$ cat src/rtl/farc_pkg.sv
// farc_pkg: shared widths, codes and controller/datapath bundles for the
// fraction add/reduce/compare block. No dependencies.
`default_nettype none

package farc_pkg;

	localparam int FIELD_W   = 16;
	localparam int NUM_OUT_W = 33;
	localparam int DEN_OUT_W = 32;
	localparam int WIDTH_DEF = 16;

	// operand pair fed to the shared multiplier
	typedef enum logic [1:0] {
		MUL_LN_RD = 2'd0,
		MUL_RN_LD = 2'd1,
		MUL_LD_RD = 2'd2
	} farc_mul_sel_t;

	// what the shared divider is working on
	typedef enum logic [1:0] {
		DIV_EUC = 2'd0,
		DIV_NUM = 2'd1,
		DIV_DEN = 2'd2
	} farc_div_sel_t;

	typedef struct packed {
		logic          load;
		logic          mul_en;
		farc_mul_sel_t mul_sel;
		logic          euc_init;
		logic          div_start;
		farc_div_sel_t div_sel;
		logic          euc_step;
		logic          qn_store;
		logic          qd_store;
		logic          out_load;
	} farc_cmd_t;

	typedef struct packed {
		logic zero_den;
		logic op_cmp;
		logic b_zero;
		logic div_done;
	} farc_sts_t;

endpackage

`default_nettype wire

$ cat src/rtl/farc_div.sv
// farc_div: unsigned restoring divider, one quotient bit per cycle.
// Standalone; used by farc_dpath for Euclid remainders and final quotients.
`default_nettype none

module farc_div #(
	parameter int W = 33
) (
	input  wire logic         clk,
	input  wire logic         arst_n,
	input  wire logic         start,
	input  wire logic [W-1:0] dividend,
	input  wire logic [W-1:0] divisor,
	output logic      [W-1:0] quot,
	output logic      [W-1:0] rem,
	output logic              done
);

	localparam int CW = $clog2(W + 1);

	logic [W-1:0]  quot_q;
	logic [W-1:0]  rem_q;
	logic [W-1:0]  dvsr_q;
	logic [CW-1:0] cnt_q;
	logic          busy_q;
	logic          done_q;

	logic [W:0]   trial;
	logic [W:0]   diff;
	logic         ge;
	logic [W-1:0] rem_nxt;

	always_comb begin
		trial   = {rem_q, quot_q[W-1]};
		diff    = trial - {1'b0, dvsr_q};
		ge      = (trial >= {1'b0, dvsr_q});
		rem_nxt = ge ? diff[W-1:0] : trial[W-1:0];
	end

	always_ff @(posedge clk or negedge arst_n) begin
		if (!arst_n) begin
			busy_q <= 1'b0;
			done_q <= 1'b0;
			cnt_q  <= '0;
		end else if (start) begin
			busy_q <= 1'b1;
			done_q <= 1'b0;
			cnt_q  <= CW'(W);
		end else if (busy_q) begin
			cnt_q <= cnt_q - 1'b1;
			if (cnt_q == CW'(1)) begin
				busy_q <= 1'b0;
				done_q <= 1'b1;
			end
		end else begin
			done_q <= 1'b0;
		end
	end

	always_ff @(posedge clk) begin
		if (start) begin
			quot_q <= dividend;
			rem_q  <= '0;
			dvsr_q <= divisor;
		end else if (busy_q) begin
			quot_q <= {quot_q[W-2:0], ge};
			rem_q  <= rem_nxt;
		end
	end

	assign quot = quot_q;
	assign rem  = rem_q;
	assign done = done_q;

endmodule

`default_nettype wire

$ cat src/rtl/farc_dpath.sv
// farc_dpath: operand registers, shared multiplier, Euclid registers,
// divider instance and result register. Depends on farc_pkg, farc_div.
`default_nettype none

module farc_dpath #(
	parameter int WIDTH = farc_pkg::WIDTH_DEF
) (
	input  wire logic                                  clk,
	input  wire logic                                  arst_n,
	input  wire logic                                  op,
	input  wire logic signed [farc_pkg::FIELD_W-1:0]   left_num,
	input  wire logic signed [farc_pkg::FIELD_W-1:0]   left_den,
	input  wire logic signed [farc_pkg::FIELD_W-1:0]   right_num,
	input  wire logic signed [farc_pkg::FIELD_W-1:0]   right_den,
	input  wire farc_pkg::farc_cmd_t                   cmd,
	output farc_pkg::farc_sts_t                        sts,
	output logic signed [farc_pkg::NUM_OUT_W-1:0]      sum_num,
	output logic signed [farc_pkg::DEN_OUT_W-1:0]      sum_den,
	output logic                                       is_less,
	output logic                                       status
);

	import farc_pkg::*;

	// up to 16 bits: low WIDTH bits, signed; wider: the field zero-extended
	localparam int OPW = (WIDTH <= FIELD_W) ? WIDTH : FIELD_W + 1;
	localparam int PW  = 2 * OPW;
	localparam int NW  = PW + 1;

	function automatic logic signed [OPW-1:0] operand(input logic [FIELD_W-1:0] f);
		logic [FIELD_W:0] fx;
		fx = {1'b0, f};
		return fx[OPW-1:0];
	endfunction

	logic                  op_q;
	logic signed [OPW-1:0] ln_q, ld_q, rn_q, rd_q;
	logic signed [PW-1:0]  pa_q, pb_q, pd_q;
	logic signed [NW-1:0]  n_q;
	logic        [NW-1:0]  a_q, b_q;
	logic                  par_q;
	logic        [NW-1:0]  qn_q, qd_q;

	logic signed [NUM_OUT_W-1:0] sum_num_q;
	logic signed [DEN_OUT_W-1:0] sum_den_q;
	logic                        is_less_q;
	logic                        status_q;

	logic signed [OPW-1:0] ma, mb;
	logic signed [PW-1:0]  prod;
	logic signed [NW-1:0]  n_sum;
	logic        [NW-1:0]  n_sum_mag;
	logic signed [NW-1:0]  d_ext;
	logic        [NW-1:0]  n_mag, d_mag;
	logic                  n_neg, d_neg, g_neg;
	logic        [NW-1:0]  dv_dividend, dv_divisor, dv_quot, dv_rem;
	logic                  dv_done;
	logic signed [NW-1:0]  sn_w, sd_w;
	logic                  zero_den, lt;

	// shared multiplier
	always_comb begin
		case (cmd.mul_sel)
			MUL_LN_RD: begin ma = ln_q; mb = rd_q; end
			MUL_RN_LD: begin ma = rn_q; mb = ld_q; end
			MUL_LD_RD: begin ma = ld_q; mb = rd_q; end
			default:   begin ma = ln_q; mb = rd_q; end
		endcase
		prod = PW'(ma) * PW'(mb);
	end

	always_comb begin
		n_sum     = NW'(pa_q) + NW'(pb_q);
		n_sum_mag = n_sum[NW-1] ? unsigned'(-n_sum) : unsigned'(n_sum);
		d_ext     = NW'(pd_q);
		n_neg     = n_q[NW-1];
		d_neg     = pd_q[PW-1];
		n_mag     = n_neg ? unsigned'(-n_q) : unsigned'(n_q);
		d_mag     = d_neg ? unsigned'(-d_ext) : unsigned'(d_ext);
		zero_den  = (ld_q == '0) || (rd_q == '0);
		// remainders take the dividend's sign: even step count -> sign of n
		g_neg     = par_q ? d_neg : n_neg;
		sn_w      = (n_neg ^ g_neg) ? -signed'(qn_q) : signed'(qn_q);
		sd_w      = (d_neg ^ g_neg) ? -signed'(qd_q) : signed'(qd_q);
		// both dens nonzero here; product positive when signs agree
		lt        = (ld_q[OPW-1] == rd_q[OPW-1]) ? (pa_q < pb_q) : (pa_q > pb_q);
	end

	always_comb begin
		case (cmd.div_sel)
			DIV_EUC: begin dv_dividend = a_q;   dv_divisor = b_q; end
			DIV_NUM: begin dv_dividend = n_mag; dv_divisor = a_q; end
			DIV_DEN: begin dv_dividend = d_mag; dv_divisor = a_q; end
			default: begin dv_dividend = a_q;   dv_divisor = b_q; end
		endcase
	end

	farc_div #(.W(NW)) u_div (
		.clk      (clk),
		.arst_n   (arst_n),
		.start    (cmd.div_start),
		.dividend (dv_dividend),
		.divisor  (dv_divisor),
		.quot     (dv_quot),
		.rem      (dv_rem),
		.done     (dv_done)
	);

	always_ff @(posedge clk) begin
		if (cmd.load) begin
			op_q <= op;
			ln_q <= operand(left_num);
			ld_q <= operand(left_den);
			rn_q <= operand(right_num);
			rd_q <= operand(right_den);
		end
		if (cmd.mul_en) begin
			case (cmd.mul_sel)
				MUL_LN_RD: pa_q <= prod;
				MUL_RN_LD: pb_q <= prod;
				MUL_LD_RD: pd_q <= prod;
				default:   pa_q <= pa_q;
			endcase
		end
		if (cmd.euc_init) begin
			n_q   <= n_sum;
			a_q   <= n_sum_mag;
			b_q   <= d_mag;
			par_q <= 1'b0;
		end else if (cmd.euc_step) begin
			a_q   <= b_q;
			b_q   <= dv_rem;
			par_q <= ~par_q;
		end
		if (cmd.qn_store) qn_q <= dv_quot;
		if (cmd.qd_store) qd_q <= dv_quot;
		if (cmd.out_load) begin
			if (zero_den) begin
				sum_num_q <= '0;
				sum_den_q <= '0;
				is_less_q <= 1'b0;
				status_q  <= 1'b1;
			end else if (op_q) begin
				sum_num_q <= '0;
				sum_den_q <= '0;
				is_less_q <= lt;
				status_q  <= 1'b0;
			end else begin
				sum_num_q <= NUM_OUT_W'(sn_w);
				sum_den_q <= DEN_OUT_W'(sd_w);
				is_less_q <= 1'b0;
				status_q  <= 1'b0;
			end
		end
	end

	assign sts.zero_den = zero_den;
	assign sts.op_cmp   = op_q;
	assign sts.b_zero   = (b_q == '0);
	assign sts.div_done = dv_done;

	assign sum_num = sum_num_q;
	assign sum_den = sum_den_q;
	assign is_less = is_less_q;
	assign status  = status_q;

endmodule

`default_nettype wire

$ cat src/rtl/farc_ctrl.sv
// farc_ctrl: sequencing state machine and output word valid.
// Depends on farc_pkg.
`default_nettype none

module farc_ctrl (
	input  wire logic                clk,
	input  wire logic                arst_n,
	input  wire logic                in_valid,
	output logic                     in_stall,
	output logic                     out_valid,
	input  wire logic                out_stall,
	input  wire farc_pkg::farc_sts_t sts,
	output farc_pkg::farc_cmd_t      cmd
);

	import farc_pkg::*;

	typedef enum logic [9:0] {
		S_IDLE  = 10'b00_0000_0001,
		S_MUL0  = 10'b00_0000_0010,
		S_MUL1  = 10'b00_0000_0100,
		S_MUL2  = 10'b00_0000_1000,
		S_EINIT = 10'b00_0001_0000,
		S_ETEST = 10'b00_0010_0000,
		S_EWAIT = 10'b00_0100_0000,
		S_QNW   = 10'b00_1000_0000,
		S_QDW   = 10'b01_0000_0000,
		S_DONE  = 10'b10_0000_0000
	} farc_state_t;

	farc_state_t state_q, state_d;
	logic        out_valid_q;
	logic        accept;

	assign in_stall = (state_q != S_IDLE);
	assign accept   = in_valid && !in_stall;

	always_comb begin
		state_d       = state_q;
		cmd           = '0;
		cmd.mul_sel   = MUL_LN_RD;
		cmd.div_sel   = DIV_EUC;
		case (state_q)
			S_IDLE: begin
				if (accept) begin
					cmd.load = 1'b1;
					state_d  = S_MUL0;
				end
			end
			S_MUL0: begin
				cmd.mul_en  = 1'b1;
				cmd.mul_sel = MUL_LN_RD;
				state_d     = S_MUL1;
			end
			S_MUL1: begin
				cmd.mul_en  = 1'b1;
				cmd.mul_sel = MUL_RN_LD;
				state_d     = S_MUL2;
			end
			S_MUL2: begin
				cmd.mul_en  = 1'b1;
				cmd.mul_sel = MUL_LD_RD;
				state_d     = (sts.zero_den || sts.op_cmp) ? S_DONE : S_EINIT;
			end
			S_EINIT: begin
				cmd.euc_init = 1'b1;
				state_d      = S_ETEST;
			end
			S_ETEST: begin
				cmd.div_start = 1'b1;
				if (sts.b_zero) begin
					cmd.div_sel = DIV_NUM;
					state_d     = S_QNW;
				end else begin
					cmd.div_sel = DIV_EUC;
					state_d     = S_EWAIT;
				end
			end
			S_EWAIT: begin
				cmd.div_sel = DIV_EUC;
				if (sts.div_done) begin
					cmd.euc_step = 1'b1;
					state_d      = S_ETEST;
				end
			end
			S_QNW: begin
				cmd.div_sel = DIV_NUM;
				if (sts.div_done) begin
					cmd.qn_store  = 1'b1;
					cmd.div_start = 1'b1;
					cmd.div_sel   = DIV_DEN;
					state_d       = S_QDW;
				end
			end
			S_QDW: begin
				cmd.div_sel = DIV_DEN;
				if (sts.div_done) begin
					cmd.qd_store = 1'b1;
					state_d      = S_DONE;
				end
			end
			S_DONE: begin
				if (!out_valid_q || !out_stall) begin
					cmd.out_load = 1'b1;
					state_d      = S_IDLE;
				end
			end
			default: begin
				state_d = S_IDLE;
			end
		endcase
	end

	always_ff @(posedge clk or negedge arst_n) begin
		if (!arst_n) begin
			state_q     <= S_IDLE;
			out_valid_q <= 1'b0;
		end else begin
			state_q <= state_d;
			if (cmd.out_load) begin
				out_valid_q <= 1'b1;
			end else if (!out_stall) begin
				out_valid_q <= 1'b0;
			end
		end
	end

	assign out_valid = out_valid_q;

	a_no_overwrite: assert property (@(posedge clk) disable iff (!arst_n)
		cmd.out_load |-> (!out_valid_q || !out_stall))
		else $error("result word overwritten while pending");

	a_done_waiting: assert property (@(posedge clk) disable iff (!arst_n)
		sts.div_done |-> (state_q == S_EWAIT || state_q == S_QNW || state_q == S_QDW))
		else $error("divider finished outside a wait state");

	a_accept_start: assert property (@(posedge clk) disable iff (!arst_n)
		accept |=> (state_q == S_MUL0))
		else $error("accepted word did not start the multiply sequence");

	a_short_path: assert property (@(posedge clk) disable iff (!arst_n)
		(state_q == S_MUL2 && (sts.zero_den || sts.op_cmp)) |=> (state_q == S_DONE))
		else $error("compare or zero denominator entered the Euclid loop");

endmodule

`default_nettype wire

$ cat src/rtl/fraction_add_reduce_compare_core.sv
// fraction_add_reduce_compare_core: top level, joins controller and datapath.
// Depends on farc_pkg, farc_ctrl, farc_dpath (and farc_div below it).
// Sequence: compare or zero denominator runs S_MUL0, S_MUL1, S_MUL2, S_DONE after accept.
// Add: adds S_EINIT, then S_ETEST/S_EWAIT per Euclid step and S_QNW, S_QDW on the
//   bit-serial divider, NW = 2 * OPW + 1 wide (33 at WIDTH 16); S_DONE waits on out_stall.
// Throughput: one word in flight; the next is taken once the result is queued.
// Reset: arst_n async active low clears the sequencer and output valid.
`default_nettype none

module fraction_add_reduce_compare_core #(
	parameter int WIDTH = farc_pkg::WIDTH_DEF
) (
	input  wire logic                                clk,
	input  wire logic                                arst_n,
	// input word channel
	input  wire logic                                in_valid,
	output logic                                     in_stall,
	input  wire logic                                op,
	input  wire logic signed [farc_pkg::FIELD_W-1:0] left_num,
	input  wire logic signed [farc_pkg::FIELD_W-1:0] left_den,
	input  wire logic signed [farc_pkg::FIELD_W-1:0] right_num,
	input  wire logic signed [farc_pkg::FIELD_W-1:0] right_den,
	// result word channel
	output logic                                     out_valid,
	input  wire logic                                out_stall,
	output logic signed [farc_pkg::NUM_OUT_W-1:0]    sum_num,
	output logic signed [farc_pkg::DEN_OUT_W-1:0]    sum_den,
	output logic                                     is_less,
	output logic                                     status
);

	import farc_pkg::*;

	// Controller steps: three multiplies on one shared multiplier, then for add the
	// Euclid loop (one divider pass per remainder), then |n|/|g| and |d|/|g|.
	// The sign of g follows the parity of the Euclid steps, since truncating
	// remainders keep the dividend's sign.
	farc_cmd_t cmd;
	farc_sts_t sts;

	farc_ctrl u_ctrl (
		.clk       (clk),
		.arst_n    (arst_n),
		.in_valid  (in_valid),
		.in_stall  (in_stall),
		.out_valid (out_valid),
		.out_stall (out_stall),
		.sts       (sts),
		.cmd       (cmd)
	);

	// Datapath holds operands, products, Euclid pair and the result register;
	// the result register parts the output channel from the next word's work.
	farc_dpath #(.WIDTH(WIDTH)) u_dpath (
		.clk       (clk),
		.arst_n    (arst_n),
		.op        (op),
		.left_num  (left_num),
		.left_den  (left_den),
		.right_num (right_num),
		.right_den (right_den),
		.cmd       (cmd),
		.sts       (sts),
		.sum_num   (sum_num),
		.sum_den   (sum_den),
		.is_less   (is_less),
		.status    (status)
	);

endmodule

`default_nettype wire

$ cat config.mk
export PLATFORM = sky130hd
export DESIGN_NAME = fraction_add_reduce_compare_core
export DESIGN_NICKNAME = d
export VERILOG_FILES = /design/src/rtl/farc_pkg.sv /design/src/rtl/farc_div.sv /design/src/rtl/farc_dpath.sv /design/src/rtl/farc_ctrl.sv /design/src/rtl/fraction_add_reduce_compare_core.sv
export SDC_FILE = /design/constraint.sdc
export NUM_CORES = 2
export LEC_CHECK = 0
export ABC_AREA = 1
export ABC_CLOCK_PERIOD_IN_PS = 15300
export BUFFER_PORTS_ARGS = -buffer_cell sky130_fd_sc_hd__buf_2
export CORE_MARGIN = 1
export CORE_UTILIZATION = 42
export DETAILED_ROUTE_END_ITERATION = 16
export SLEW_MARGIN = 25
export SYNTH_ARGS = -nofsm -noshare
export SYNTH_HDL_FRONTEND = slang
export SYNTH_SLANG_ARGS = --single-unit
$ cat constraint.sdc
create_clock -name clk -period 15.3 [get_ports clk]
set_clock_uncertainty 0.2 [all_clocks]
set_input_delay 3.06 -clock clk [delete_from_list [all_inputs] [get_ports clk]]
set_output_delay 3.06 -clock clk [all_outputs]
set_load 0.05 [all_outputs]
==> reports/summary.log <==
[status] status completed
[yosys] synthesis-stage register bit count 511
[timing] final number of max-transition violations 0
[clock_tree] depth of the CTS H-tree 2
[timing] number of hold violations in the final report 0
[die] die outline height 304.7 um
[yosys] nets in the synthesized netlist 4,989
[drt] wire length per cell 18.51 um
[yosys] number of warnings reported in the yosys synthesis log 0
[drt] number of vias per cell after detailed routing 5.199
[clock_tree] clock-pin slew on the worst setup and hold paths 60 ps
[yosys] average cell area after synthesis 8.622 um2
[worst_setup_path] Worst Setup Start Kind flip-flop
[drt] remaining antenna violation count 0
[drt] remaining routing DRC violations 0
[yosys] share of async-settable or async-resettable flops after synthesis 0.03718
[clock_tree] CTS tree built
[timing] relative slew slack 0.2692
[global_routing] pin count of the biggest net entering global routing 81
[placement] routability-driven placement congestion ratio 0.9390
[final_layout] leading cell type in the layout, fill and taps excluded nand2_1
[die] Core Area 90,420 um2
[worst_setup_path] Crit. End Element flip-flop
[yosys] sequential fraction of the synthesis area 0.3874
[placement] I/O Buffers 137
[min_path] Hold Path Class flip-flop to flip-flop
[worst_setup_path] worst-path maximum fanout 79
[die] Site Rows 110
[final_layout] Total Nets Final 5,115
[yosys] number of standard cells after synthesis 4,464
[placement] placed wire-length estimate 86,440 um
[timing] RSZ-0062 raised after global routing false
[timing] time the final worst path needs with I/O delays and setup 9160 ps
[clock_tree] number of sinks on the clock net 511
[drt] first-iteration detailed-routing DRC count 2,448
[yosys] summed instance area of the synthesized netlist 38,490 um2
[die] count of pins on the block boundary 138
[global_routing] wire length of the first global-routing pass 169,200 um
[clock_tree] insertion delay of the later-clocked pin in the worst-skew pair 640 ps
[global_routing] via count of the first global-routing pass 30,350
[clock_tree] post-CTS sizing 0
[worst_setup_path] arrival time of data at the critical path endpoint 9290 ps
[final_layout] Area growth, synth to finish 10.42%
[yosys] number of library cell types mapped by synthesis 72
[final_layout] commonest non-fill, non-tap cells in the layout nand2_1, inv_1, edfxtp_1, nor2_1, o21ai_0
[clock_tree] number of buffers inserted by post-CTS setup repair 0
[timing] slew at the pin closest to its max-slew limit 1089 ps
[global_routing] combined global-route utilization of all metal layers 0.2334
[run] max_cap viols 0
[die] Die Footprint 92,850 um2
[final_layout] fraction of layout cells with a size suffix above 1 0.08734
[die] initial cell density of the core 0.4256
[drt] total via count in the routed design 30,220
[yosys] Post-synth EDFFs 458
[drt] DR pass1 iterations 6
[yosys] top flip-flop cell by instance count after synthesis edfxtp_1
[timing] accumulated negative setup slack 0 ps
[global_routing] antenna violations before repair 0
[clock_tree] total clock buffers created by CTS 56
[clock_tree] cts hold-fix bufs 0
[timing] Post-Route Hold Slack 281.9 ps
[worst_setup_path] type of the worst setup path flip-flop to flip-flop
[clock_tree] clock tree root buffer cell clkbuf_16
[clock_tree] maximum root-to-sink buffer count 3
[timing] Setup Viol. Count Final 0
[drt] Total Wirelength 107,600 um
[die] Die W 304.7 um
[final_layout] number of antenna cells inserted 0
[timing] final clock period utilization by the worst path 0.5987
[global_routing] total congestion overflow after global routing 0
[worst_setup_path] critical path data required time 15,430 ps
[timing] maximum achievable frequency 109.2 MHz
metrics by stage:
stage / instances / utilization / instance area, um2 / setup slack (ps)
3_3_place_gp: 5707 / 0.4482 / 40530 / 6334
4_1_cts: 5812 / 0.4697 / 42470 / 6090
3_5_place_dp: 5707 / 0.4482 / 40530 / 6126
5_1_grt: 5813 / 0.4700 / 42500 / 5441
6_report: 5813 / 0.4700 / 42500 / 6140
2_1_floorplan: 4464 / - / 38490 / 6770
worst paths after layout:
path / start / to / slack (ps) / cells past startpoint
min in group asynchronous: arst_n / u_dpath.u_div.cnt_q[1] / 2220 / 1
min: u_dpath.u_div.quot[19] / u_dpath.qd_q[19] / 280 / 0
max: u_ctrl.state_q[8] / u_dpath.pd_q[31] / 6140 / 27
max in group asynchronous: arst_n / u_ctrl.state_q[1] / 12280 / 1
max reg2reg: u_ctrl.state_q[8] / u_dpath.pd_q[31] / 6140 / 27
min reg2reg: u_dpath.u_div.quot[19] / u_dpath.qd_q[19] / 280 / 0
cells by family (layout without fill, tap and decap cells):
family,Yosys count,after routing,share of synthesized area
AOI/OAI and AO/OA,643,643,0.09126
xor gates and xnor gates,129,129,0.03082
adders and majority gates,456,456,0.1997
buffers and inverters,934,1107,0.09220
DFF,511,511,0.3874
muxes,1,1,0.0002926
and+or+nand+nor,1790,1790,0.1983
cells in the mapped netlist, types with 20 or more instances:
cell type / instances / area, um2
a21oi_1: 222 / 1111
clkbuf_1: 74 / 277.8
dfxtp_1: 34 / 680.7
edfxtp_1: 458 / 13750
fa_1: 264 / 5285
ha_1: 192 / 2402
inv_1: 807 / 3029
nand2_1: 925 / 3472
nand2_2: 22 / 137.6
nand3_1: 174 / 870.8
nand4_1: 39 / 244.0
nor2_1: 430 / 1614
nor2_2: 20 / 125.1
nor3_1: 88 / 440.4
nor4_1: 28 / 175.2
o21ai_0: 282 / 1411
o21ai_1: 29 / 145.1
xnor2_1: 46 / 402.9
xor2_1: 77 / 674.4
worst max-delay path, cell delays in order, from the launching register on:
cell and delay [ps]:
dfrtp_1 400, nor2_1 360, nand3_1 140, nor2_1 180, ha_2 190, buf_4 720, nand2_1 100, o21ai_1 430
inv_1 380, nor2_1 380, fa_1 530, fa_1 930, fa_1 520, fa_1 480, fa_1 540, inv_1 50
fa_1 530, inv_1 40, ha_1 380, a21oi_1 240, inv_1 60, a31oi_1 210, o221ai_1 150, a21oi_1 130
o21ai_0 140, a21oi_1 180, o21bai_1 100, xnor2_1 160
state kept, by name (all words and copies together), names as in the netlist, 16 cells and up:
register and cells:
u_dpath.ld_q 16, u_dpath.rn_q 16, u_dpath.qn_q 33, u_dpath.pd_q 32
u_dpath.rd_q 16, u_dpath.u_div.dvsr_q 33, u_dpath.u_div.quot 33, u_dpath.ln_q 16
u_dpath.b_q 33, u_dpath.sum_den 32, u_dpath.pa_q 32, u_dpath.pb_q 32
u_dpath.qd_q 32, u_dpath.a_q 33, u_dpath.n_q 33, u_dpath.u_div.rem 33
u_dpath.sum_num 33
final cells by class:
class	count	area (um2)
Sequential cell	511	14910
Clock buffer	72	1593
Inverter	828	3108
Tap cell	1176	1471
Fill cell	8759	47930
Multi-Input combinational cell	3019	20080
Timing Repair Buffer	174	975.9
Clock inverter	33	356.6
metal layers:
| metal | vias up | wire length, um | global-route usage | part of all wire |
|---|---|---|---|---|
| met1 | 14540 | 45240 | 0.2963 | 0.42 |
| met5 | - | 0 | 0 | 0 |
| met2 | 882 | 53300 | 0.4139 | 0.50 |
| met3 | 174 | 5362 | 0.02343 | 0.050 |
| met4 | 0 | 3703 | 0.07893 | 0.034 |
| li1 | 14630 | - | - | - |
Power is left out: the tool's default activity adds up to more than one toggle a clock period on the data nets, which glitch-free logic cannot reach.
